==> src/rtl/core/tnrcp_pkg.sv <==
`timescale 1ns / 1ps

package tnrcp_pkg;

   localparam logic [7:0] IAC         = 8'd255;
   localparam logic [7:0] CMD_MIN     = 8'd240;
   localparam logic [7:0] CMD_WILL    = 8'd251;
   localparam logic [7:0] CMD_WONT    = 8'd252;
   localparam logic [7:0] CMD_DO      = 8'd253;
   localparam logic [7:0] CMD_DONT    = 8'd254;
   localparam logic [7:0] ECHO_OPTION = 8'd1;
   localparam logic [7:0] SGA_OPTION  = 8'd3;

   // held byte counts of the parser
   localparam logic [1:0] HELD_NONE = 2'd0;
   localparam logic [1:0] HELD_IAC  = 2'd1;
   localparam logic [1:0] HELD_CMD  = 2'd2;

   // classified byte handed from the parser to the negotiation side
   typedef struct packed {
      logic [1:0] show_count;
      logic [7:0] show_first;
      logic [7:0] show_second;
      logic       opt_valid;
      logic [7:0] opt_command;
      logic [7:0] opt_code;
   } op_type;

   // one finished result
   typedef struct packed {
      logic [1:0] show_count;
      logic [7:0] show_first;
      logic [7:0] show_second;
      logic       reply_valid;
      logic [7:0] reply_command;
      logic [7:0] reply_option;
      logic       local_echo;
   } rsp_type;

endpackage

==> src/rtl/core/tnrcp_front.sv <==
`timescale 1ns / 1ps

module tnrcp_front (
   input  logic               clock,
   input  logic               reset,
   input  logic               push,
   input  logic [7:0]         rx_byte,
   input  logic               queue_full,
   output logic               op_push,
   output tnrcp_pkg::op_type  op
);
   import tnrcp_pkg::*;

   logic       in_command_ff, in_command_in;
   logic [1:0] held_count_ff, held_count_in;
   logic [7:0] held_command_ff, held_command_in;
   logic       accept;

   assign accept  = push && !queue_full;
   assign op_push = accept;

   always_comb begin
      in_command_in   = in_command_ff;
      held_count_in   = held_count_ff;
      held_command_in = held_command_ff;
      op              = '0;
      if (!in_command_ff) begin
         if (rx_byte == IAC) begin
            in_command_in = 1'b1;
            held_count_in = HELD_IAC;
         end else if (rx_byte != 8'd0) begin
            op.show_count = 2'd1;
            op.show_first = rx_byte;
         end
      end else if (held_count_ff < HELD_CMD) begin
         // awaiting the command code
         priority if (rx_byte < CMD_MIN) begin
            op.show_count  = 2'd2;
            op.show_first  = IAC;
            op.show_second = rx_byte;
            in_command_in  = 1'b0;
            held_count_in  = HELD_NONE;
         end else if (rx_byte == IAC) begin
            op.show_count = 2'd1;
            op.show_first = IAC;
            in_command_in = 1'b0;
            held_count_in = HELD_NONE;
         end else if (rx_byte < CMD_WILL) begin
            in_command_in = 1'b0;
            held_count_in = HELD_NONE;
         end else begin
            held_command_in = rx_byte;
            held_count_in   = HELD_CMD;
         end
      end else begin
         // option byte of a negotiation command
         op.opt_valid   = 1'b1;
         op.opt_command = held_command_ff;
         op.opt_code    = rx_byte;
         in_command_in  = 1'b0;
         held_count_in  = HELD_NONE;
      end
   end

   always_ff @(posedge clock) begin
      if (reset) begin
         in_command_ff   <= 1'b0;
         held_count_ff   <= HELD_NONE;
         held_command_ff <= 8'd0;
      end else if (accept) begin
         in_command_ff   <= in_command_in;
         held_count_ff   <= held_count_in;
         held_command_ff <= held_command_in;
      end
   end

`ifndef ASSERT_OFF
   a_mode_matches_count: assert property (@(posedge clock) disable iff (reset)
      in_command_ff == (held_count_ff != HELD_NONE))
      else $error("parser mode and held count disagree");
   a_held_cmd_is_nego: assert property (@(posedge clock) disable iff (reset)
      (held_count_ff == HELD_CMD) |-> (held_command_ff >= CMD_WILL))
      else $error("held command is not a negotiation command");
   a_no_push_when_full: assert property (@(posedge clock) disable iff (reset)
      queue_full |-> !op_push)
      else $error("parser pushed into a full queue");
`endif

endmodule

==> src/rtl/core/tnrcp_queue.sv <==
`timescale 1ns / 1ps

module tnrcp_queue (
   input  logic               clock,
   input  logic               reset,
   input  logic               push,
   input  tnrcp_pkg::op_type  push_op,
   output logic               full,
   output logic               empty,
   input  logic               pop,
   output tnrcp_pkg::op_type  head
);
   import tnrcp_pkg::*;

   op_type     slot_ff [2];
   logic       wr_ptr_ff, rd_ptr_ff;
   logic [1:0] count_ff;

   assign full  = (count_ff == 2'd2);
   assign empty = (count_ff == 2'd0);
   assign head  = slot_ff[rd_ptr_ff];

   always_ff @(posedge clock) begin
      if (push) begin
         slot_ff[wr_ptr_ff] <= push_op;
      end
   end

   always_ff @(posedge clock) begin
      if (reset) begin
         wr_ptr_ff <= 1'b0;
         rd_ptr_ff <= 1'b0;
         count_ff  <= 2'd0;
      end else begin
         if (push) begin
            wr_ptr_ff <= !wr_ptr_ff;
         end
         if (pop) begin
            rd_ptr_ff <= !rd_ptr_ff;
         end
         unique case ({push, pop})
            2'b10:   count_ff <= count_ff + 2'd1;
            2'b01:   count_ff <= count_ff - 2'd1;
            default: count_ff <= count_ff;
         endcase
      end
   end

`ifndef ASSERT_OFF
   a_count_bound: assert property (@(posedge clock) disable iff (reset)
      count_ff <= 2'd2)
      else $error("queue count out of range");
   a_no_pop_empty: assert property (@(posedge clock) disable iff (reset)
      empty |-> !pop)
      else $error("queue popped while empty");
   a_ptr_gap: assert property (@(posedge clock) disable iff (reset)
      (count_ff == 2'd1) |-> (wr_ptr_ff != rd_ptr_ff))
      else $error("queue pointers disagree with count");
`endif

endmodule

==> src/rtl/core/tnrcp_back.sv <==
`timescale 1ns / 1ps

module tnrcp_back (
   input  logic               clock,
   input  logic               reset,
   input  logic               op_ready,
   input  tnrcp_pkg::op_type  op,
   output logic               op_pop,
   output logic               empty,
   input  logic               pop,
   output tnrcp_pkg::rsp_type head
);
   import tnrcp_pkg::*;

   logic       echo_flag_ff, echo_flag_in;
   logic       acked_echo_ff, acked_echo_in;
   logic       acked_sga_ff, acked_sga_in;
   rsp_type    res;
   rsp_type    slot_ff [2];
   logic       wr_ptr_ff, rd_ptr_ff;
   logic [1:0] count_ff;
   logic       out_full, take, deq;

   assign out_full = (count_ff == 2'd2);
   assign take     = op_ready && !out_full;
   assign op_pop   = take;
   assign empty    = (count_ff == 2'd0);
   assign deq      = pop && !empty;
   assign head     = slot_ff[rd_ptr_ff];

   always_comb begin
      echo_flag_in      = echo_flag_ff;
      acked_echo_in     = acked_echo_ff;
      acked_sga_in      = acked_sga_ff;
      res               = '0;
      res.show_count    = op.show_count;
      res.show_first    = op.show_first;
      res.show_second   = op.show_second;
      if (op.opt_valid) begin
         if (op.opt_command == CMD_WILL) begin
            if (op.opt_code == ECHO_OPTION) begin
               echo_flag_in = 1'b0;
               if (!acked_echo_ff) begin
                  acked_echo_in     = 1'b1;
                  res.reply_valid   = 1'b1;
                  res.reply_command = CMD_DO;
                  res.reply_option  = op.opt_code;
               end
            end else if (op.opt_code == SGA_OPTION) begin
               if (!acked_sga_ff) begin
                  acked_sga_in      = 1'b1;
                  res.reply_valid   = 1'b1;
                  res.reply_command = CMD_DO;
                  res.reply_option  = op.opt_code;
               end
            end else begin
               res.reply_valid   = 1'b1;
               res.reply_command = CMD_DONT;
               res.reply_option  = op.opt_code;
            end
         end else if (op.opt_command == CMD_DO) begin
            res.reply_valid   = 1'b1;
            res.reply_command = CMD_WONT;
            res.reply_option  = op.opt_code;
         end
      end
      res.local_echo = echo_flag_in;
   end

   always_ff @(posedge clock) begin
      if (take) begin
         slot_ff[wr_ptr_ff] <= res;
      end
   end

   always_ff @(posedge clock) begin
      if (reset) begin
         echo_flag_ff  <= 1'b1;
         acked_echo_ff <= 1'b0;
         acked_sga_ff  <= 1'b0;
         wr_ptr_ff     <= 1'b0;
         rd_ptr_ff     <= 1'b0;
         count_ff      <= 2'd0;
      end else begin
         if (take) begin
            echo_flag_ff  <= echo_flag_in;
            acked_echo_ff <= acked_echo_in;
            acked_sga_ff  <= acked_sga_in;
            wr_ptr_ff     <= !wr_ptr_ff;
         end
         if (deq) begin
            rd_ptr_ff <= !rd_ptr_ff;
         end
         unique case ({take, deq})
            2'b10:   count_ff <= count_ff + 2'd1;
            2'b01:   count_ff <= count_ff - 2'd1;
            default: count_ff <= count_ff;
         endcase
      end
   end

`ifndef ASSERT_OFF
   a_echo_never_back: assert property (@(posedge clock) disable iff (reset)
      !echo_flag_ff |=> !echo_flag_ff)
      else $error("local echo came back on without reset");
   a_ack_sticky: assert property (@(posedge clock) disable iff (reset)
      (acked_echo_ff |=> acked_echo_ff) and (acked_sga_ff |=> acked_sga_ff))
      else $error("option acknowledge cleared without reset");
   a_echo_ack_order: assert property (@(posedge clock) disable iff (reset)
      acked_echo_ff |-> !echo_flag_ff)
      else $error("echo acknowledged while local echo still on");
   a_out_bound: assert property (@(posedge clock) disable iff (reset)
      count_ff <= 2'd2)
      else $error("result buffer count out of range");
`endif

endmodule

==> src/rtl/core/telnet_receive_command_parser.sv <==
`timescale 1ns / 1ps

// telnet receive command parser
// input queue side: drive req_rx_byte and raise req_push; the byte is taken
// at a rising edge where req_push is high and req_full is low
// result queue side: while rsp_empty is low the oldest result sits on the
// rsp_ ports; raise rsp_pop to take it at the next rising edge
// each input byte gives exactly one result: bytes to display, an optional
// three byte negotiation reply (0xff, command, option) and the echo flag
// a byte goes into the middle queue, then into the result buffer, then out
// throughput: one byte per cycle sustained while the receiver keeps popping;
// the parser and the negotiation side each do one byte per cycle unless held
// by a full queue behind them, joined by a two entry queue, with a two entry
// result buffer at the output
// when the receiver stops popping, the result buffer and then the middle
// queue fill and req_full rises; nothing is dropped
// synchronous reset: text mode, no bytes held, no option acknowledged,
// local echo on, both queues empty
module telnet_receive_command_parser (
   input  logic       clock,
   input  logic       reset,
   input  logic       req_push,
   input  logic [7:0] req_rx_byte,
   output logic       req_full,
   output logic       rsp_empty,
   input  logic       rsp_pop,
   output logic [1:0] rsp_show_count,
   output logic [7:0] rsp_show_first,
   output logic [7:0] rsp_show_second,
   output logic       rsp_reply_valid,
   output logic [7:0] rsp_reply_command,
   output logic [7:0] rsp_reply_option,
   output logic       rsp_local_echo
);
   import tnrcp_pkg::*;

   // parser to queue
   logic    front_push;
   op_type  front_op;
   // queue to negotiation side
   logic    mid_full, mid_empty, mid_pop;
   op_type  mid_head;
   rsp_type rsp_head;

   assign req_full = mid_full;

   // front: iac / command / option byte tracking
   tnrcp_front u_front (
      .clock      (clock),
      .reset      (reset),
      .push       (req_push),
      .rx_byte    (req_rx_byte),
      .queue_full (mid_full),
      .op_push    (front_push),
      .op         (front_op)
   );

   // decoupling queue
   tnrcp_queue u_queue (
      .clock   (clock),
      .reset   (reset),
      .push    (front_push),
      .push_op (front_op),
      .full    (mid_full),
      .empty   (mid_empty),
      .pop     (mid_pop),
      .head    (mid_head)
   );

   // back: option negotiation, echo flag and result buffer
   tnrcp_back u_back (
      .clock    (clock),
      .reset    (reset),
      .op_ready (!mid_empty),
      .op       (mid_head),
      .op_pop   (mid_pop),
      .empty    (rsp_empty),
      .pop      (rsp_pop),
      .head     (rsp_head)
   );

   assign rsp_show_count    = rsp_head.show_count;
   assign rsp_show_first    = rsp_head.show_first;
   assign rsp_show_second   = rsp_head.show_second;
   assign rsp_reply_valid   = rsp_head.reply_valid;
   assign rsp_reply_command = rsp_head.reply_command;
   assign rsp_reply_option  = rsp_head.reply_option;
   assign rsp_local_echo    = rsp_head.local_echo;

`ifndef ASSERT_OFF
   a_full_only_with_backlog: assert property (@(posedge clock) disable iff (reset)
      req_full |-> !rsp_empty)
      else $error("input stalled while no result is waiting");
   a_reply_has_command: assert property (@(posedge clock) disable iff (reset)
      (!rsp_empty && rsp_reply_valid) |-> (rsp_reply_command == CMD_DO
         || rsp_reply_command == CMD_DONT || rsp_reply_command == CMD_WONT))
      else $error("reply with an unexpected command");
   a_show_bound: assert property (@(posedge clock) disable iff (reset)
      !rsp_empty |-> (rsp_show_count != 2'd3))
      else $error("display count out of range");
`endif

endmodule
==> config.mk <==
export PLATFORM = sky130hd
export DESIGN_NAME = telnet_receive_command_parser
export DESIGN_NICKNAME = d
export VERILOG_FILES = /design/src/rtl/core/tnrcp_pkg.sv /design/src/rtl/core/tnrcp_front.sv /design/src/rtl/core/tnrcp_queue.sv /design/src/rtl/core/tnrcp_back.sv /design/src/rtl/core/telnet_receive_command_parser.sv
export SDC_FILE = /design/constraint.sdc
export NUM_CORES = 1
export LEC_CHECK = 0
export BUFFER_PORTS_ARGS = -buffer_cell sky130_fd_sc_hd__buf_2
export CAP_MARGIN = 30
export CORE_UTILIZATION = 30
export DETAILED_ROUTE_END_ITERATION = 7
export PLACE_DENSITY = 0.47
export SLEW_MARGIN = 30
export SYNTH_ARGS = -nofsm -noshare
export SYNTH_HDL_FRONTEND = slang
export SYNTH_SLANG_ARGS = --single-unit
==> constraint.sdc <==
create_clock -name clock -period 2.9 [get_ports clock]
set_clock_uncertainty 0.2 [all_clocks]
set_input_delay 0.29 -clock clock [delete_from_list [all_inputs] [get_ports clock]]
set_output_delay 0.29 -clock clock [all_outputs]
set_load 0.01 [all_outputs]
## After elaboration in Yosys (flattened, before gate mapping)

Memory sizes are Yosys's and may differ from the RTL's. A register that Yosys moved wholly into a read port is not among the register bits.
Index checks and enable logic that the tools add are counted.

| word-level totals | value |
|---|---|
| bits in registers | 22 |
| bits in writable memories | 142 |
| word-level logic and storage cells | 98 |
| memories kept | 2 |

| operators by class | value |
|---|---|
| add/subtract/negate cells | 4 |
| $lt $le $gt $ge | 3 |
| equal/unequal tests | 11 |
| mux-type cells | 41 |
| bitwise gates (word level) | 4 |
| reduce and logical (&&, ||, !) cells | 21 |

Memories:

| name | words | bits a word | read ports | clocked after Yosys merged registers in | wr ports | line | RTL |
|---|---|---|---|---|---|---|---|
| u_back.slot_ff | 2 | 36 | 1 | 1 | 1 | tnrcp_back.sv:19 | `rsp_type slot_ff [2];` |
| u_queue.slot_ff | 2 | 35 | 1 | 1 | 1 | tnrcp_queue.sv:15 | `op_type slot_ff [2];` |

Operators with widths:

| operator | number |
|---|---|
| 2-to-1 mux 17 bit | 8 |
| 2-to-1 mux 10 bit | 3 |
| 2-to-1 mux 25 bit | 1 |
| equality test 8 bit (second input constant) | 3 |
| 2-to-1 mux 18 bit | 1 |
| 2-to-1 mux 9 bit | 2 |
| 2-to-1 mux 1 bit | 17 |
| < comparator 8 bit (second input constant) | 2 |
| 2-to-1 mux 2 bit | 6 |
| equality test 2 bit (second input constant) | 4 |
| equality test 8 x 1 -> 1 bit (second input constant) | 1 |
| equality test 8 x 2 -> 1 bit (second input constant) | 1 |
| logical NOT 1 bit | 8 |
| 2-to-1 mux 8 bit | 1 |
| one-hot mux 2 bit (2 select lines) | 2 |
| nonzero test 8 bit | 1 |
| AND reduction 6 bit | 1 |
| nonzero test 2 bit | 3 |
| AND reduction 5 bit | 1 |
| adder 2 x 1 -> 2 bit (second input constant) | 2 |
| equality test 2 x 1 -> 1 bit (second input constant) | 2 |
| logical NOT 2 bit | 2 |
| NOT 1 bit | 4 |
| AND reduction 4 bit | 1 |
| other kinds (4) | 7 |

## Depth between registers and ports, before layout

| depth | value |
|---|---|
| word-level depth | 6 |
| mapped depth | 7 |
| depth with buffers taken out | 7 |

## Cells and area by module

A second synthesis with hierarchy kept.

| unflattened totals | value |
|---|---|
| cell total of the unflattened synthesis | 391 |
| area, all modules | 6208.5 sq um |

Modules (own cells, without submodules):

| module | instances | cells an instance | area each (sq um) | sequential area each (sq um) |
|---|---|---|---|---|
| tnrcp_back | 1 | 164 | 2731.4 | 1961.9 |
| tnrcp_queue | 1 | 131 | 2721.4 | 2202.1 |
| tnrcp_front | 1 | 95 | 752.0 | 200.2 |
| telnet_receive_command_parser | 1 | 1 | 3.8 | 0.0 |

## Worst setup path before layout

Ideal clock, no wire load.

| timing | value |
|---|---|
| path kind | reg2reg |
| from | register u_queue.count_ff[0] |
| to | memory u_queue.slot_ff[0][0] (netlist name), enable pin |
| setup time | 427 ps |
| arrival | 2311 ps |
| setup slack | -38 ps |
| stages on the path, launching flop included | 5 |
| buffers on the path | 0 |
| cells stage by stage | dfxtp_1 -> nand2b_1 -> and2_1 -> inv_1 -> nor2_1 |

| on the way | value |
|---|---|
| word-level cells in the longest chain between the ends | 5 |

RTL lines:

| item | line | RTL |
|---|---|---|
| start: declaration | tnrcp_queue.sv:17 | `logic [1:0] count_ff;` |
| start signal: assignment | tnrcp_queue.sv:42 | `2'b10: count_ff <= count_ff + 2'd1;` |
| start signal: assignment | tnrcp_queue.sv:43 | `2'b01: count_ff <= count_ff - 2'd1;` |
| start signal: assignment | tnrcp_queue.sv:44 | `default: count_ff <= count_ff;` |
| equality test 2 bit | tnrcp_queue.sv:19 | `assign full = (count_ff == 2'd2);` |
| logical NOT 1 bit | tnrcp_front.sv:19 | `assign accept = push && !queue_full;` |
| logical AND 1 bit | tnrcp_front.sv:19 |  |
| 2-to-1 mux 1 bit | tnrcp_queue.sv:24 | `if (push) begin` |
| 2-to-1 mux 1 bit (implied by the code) | tnrcp_queue.sv:25 | `slot_ff[wr_ptr_ff] <= push_op;` |
| end: declaration | tnrcp_queue.sv:15 |  |

No other way between the ends.

==> impl_metrics.env <==
export IMPL_status="complete, no violations"
export IMPL_crit_arrival_ns=2.16
export IMPL_port_buffers=49
export IMPL_final_util=0.3689
export IMPL_fmax_ghz=0.4516
export IMPL_dr_first_iter_drc_count=138
export IMPL_grt_pass1_wl_mm=18.50
export IMPL_end_kind="flip-flop"
export IMPL_area_growth_pct=19.00
export IMPL_syn_num_nets=406
export IMPL_final_max_slew_violation_count=0
export IMPL_dieArea_sq_um=20950
export IMPL_multiInputGateArea_sq_um=1608
export IMPL_critPathMaxFanout=8
export IMPL_post_route_period_util=0.7636
export IMPL_h_tree_depth=4
export IMPL_rsz0062_at_grt="no"
export IMPL_setup_tns_ns=0
export IMPL_synth_seq_cells=153
export IMPL_cellLeakagePower_uw=0.002595
export IMPL_initial_utilization=0.3100
export IMPL_synth_area_leader_cell="edfxtp_1"
export IMPL_die_h_um=144.7
export IMPL_fp_dieW_um=144.7
export IMPL_cap_violations=0
export IMPL_max_slew_margin_rel=0.5131
export IMPL_grtUsageTotal=0.1224
export IMPL_core_sq_um=19720
export IMPL_yosysSeqAreaShare=0.7140
export IMPL_ys_top_cells_by_area="edfxtp_1, mux2_2, dfxtp_1"
export IMPL_antenna_left=0
export IMPL_yosysWarnings=0
export IMPL_total_power_uw=6944
export IMPL_insertion_delay_ns=0.42
export IMPL_rows=51
export IMPL_syn_inst=392
export IMPL_fillCellCount=1897
export IMPL_ys_flop_type="edfxtp_1"
export IMPL_ys_top_cells_by_count="edfxtp_1, mux2_2, and3_1"
export IMPL_cts_root_buffer="clkbuf_16"
export IMPL_finalNetCount=465
export IMPL_dp_hpwl_mm=7.666
export IMPL_vias=3418
export IMPL_detail_route_wirelength_mm=11.83
export IMPL_gp_congestion=0.7453
export IMPL_clk_pin_slew_ns=0.06
export IMPL_drc=0
export IMPL_regArea_sq_um=4364
export IMPL_ios=50
export IMPL_ir_worst_vdd_v=0.0003913
export IMPL_final_hold_violation_count=0
export IMPL_critPathKind="reg -> reg"
export IMPL_cts_tree="built"
export IMPL_cts_setup_buffers=0
export IMPL_required_ns=2.84
export IMPL_yosysUniqueCellTypes=45
export IMPL_grt_max_degree=30
export IMPL_antennaDiodeCount=0
export IMPL_max_clock_path_buffers=2
export IMPL_cts_made_buffers=17
export IMPL_critical_path_startpoint_type="flip-flop"
export IMPL_synth_edf_count=130
export IMPL_syn_area_sq_um=6112
export IMPL_tightest_slew_ns=0.7303
export IMPL_antenna_found_initial=1
export IMPL_min_path_type="in -> reg"
export IMPL_viasPerCell=4.689
export IMPL_avgRoutedWirePerCell_um=16.23
export IMPL_grt_ovfl_total=0
export IMPL_fin_hold_ws_ns=0.03027
export IMPL_grt_pass1_vias=3410
export IMPL_power_density_nw_per_um2=954.8
export IMPL_avgSynthCellArea_sq_um=15.59
export IMPL_setup_viol=0
export IMPL_firstDrtPassIters=4
export IMPL_yosysTopAreaCellShare=0.6387
export IMPL_yosysMostFrequentCell="edfxtp_1"
export IMPL_fin_crit_ns=2.215
export IMPL_layout_drive_gt1_share=0.3190
export IMPL_synthArstFlopShare=0
export IMPL_clkSinkCount=153
==> through the flow <==
step                      cell area [sq um]  cells  worst slack, ns
after floorplan                        6115    392           0.4649
after global placement                 6673    696           0.7087
after detailed placement               6673    696           0.6552
after CTS                              7273    729           0.6341
after global routing                   7273    729           0.4693
final                                  7273    729           0.6855
==> per-layer routing <==
| layer | wire length, um | global-route usage | vias up | part of all wire |
|---|---|---|---|---|
| met5 | 13 | 0 | - | 0.0011 |
| met4 | 284 | 0.06537 | 2 | 0.024 |
| met3 | 416 | 0.03291 | 21 | 0.035 |
| met2 | 5757 | 0.1994 | 74 | 0.49 |
| met1 | 5359 | 0.1477 | 1700 | 0.45 |
| li1 | - | - | 1621 | - |
==> area by class of cell <==
| class | instances | area share |
|---|---|---|
| clock buffer | 17 | 0.05849 |
| clock inverter | 15 | 0.02271 |
| tap | 265 | 0.04559 |
| multi-input combinational | 209 | 0.2211 |
| sequential | 153 | 0.6000 |
| timing repair buffer | 63 | 0.04851 |
| inverter | 7 | 0.003613 |
==> final timing paths <==
check                                         start                    endpoint  slack, ns  cells after the start
worst min-delay path                 req_rx_byte[1]  u_front.held_command_ff[1]       0.03                      3
worst min register to register  u_back.acked_sga_ff         u_back.acked_sga_ff       0.26                      2
worst max register to register            flip-flop        u_back.slot_ff[0][6]       0.69                      4
worst max-delay path                      flip-flop        u_back.slot_ff[0][6]       0.69                      4
==> worst max-delay path, cell delays in order, from the launching register on <==
cell and delay (ns):
dfxtp_1 0.41, mux2i_1 0.37, mux2i_1 0.18, a2111oi_4 0.62
nor3_1 0.15
==> registers in the layout, summed over array words and instances, names as in the netlist, named ones only <==
signal / count
u_front.held_command_ff: 8
u_queue.count_ff: 2
u_back.count_ff: 2
u_back.wr_ptr_ff: 1
u_back.slot_ff: 60
u_back.acked_echo_ff: 1
u_queue.rd_ptr_ff: 1
u_back.rd_ptr_ff: 1
u_back.echo_flag_ff: 1
u_back.acked_sga_ff: 1
u_front.in_command_ff: 1
u_queue.slot_ff: 70
u_queue.wr_ptr_ff: 1
u_front.held_count_ff: 1
==> logic make-up after synthesis <==
| logic type | after synthesis | share of synthesized area |
|---|---|---|
| flops | 153 | 0.7140 |
| simple gates | 95 | 0.08905 |
| mux | 56 | 0.1015 |
| compound gates | 46 | 0.05323 |
| buf+inv | 30 | 0.02375 |
| xor+xnor | 10 | 0.01433 |
| fa+ha+maj | 2 | 0.004094 |
==> report_power, final <==
group | internal, uW | switching, uW
clock network | 1280 | 915
registers | 2960 | 138
logic | 717 | 927
total | 4960 | 1980
==> repair_timing <==
item,CTS,global route
endpoints found under the hold margin,1,0
endpoints found under the setup margin,0,0
resized for setup,0,0
hold buffers,1,0
==> placed cells by master (no fill, tap or decap), drive strengths merged, types with 8 or more instances in the layout <==
cell type / count
a21oi: 14
mux2i: 8
buf: 62
and3: 27
mux2: 48
dfxtp: 23
clkbuf: 17
a21o: 10
nor3: 8
edfxtp: 130
inv: 13
nor2: 21
No activity file was read; power rests on OpenSTA's default activity.
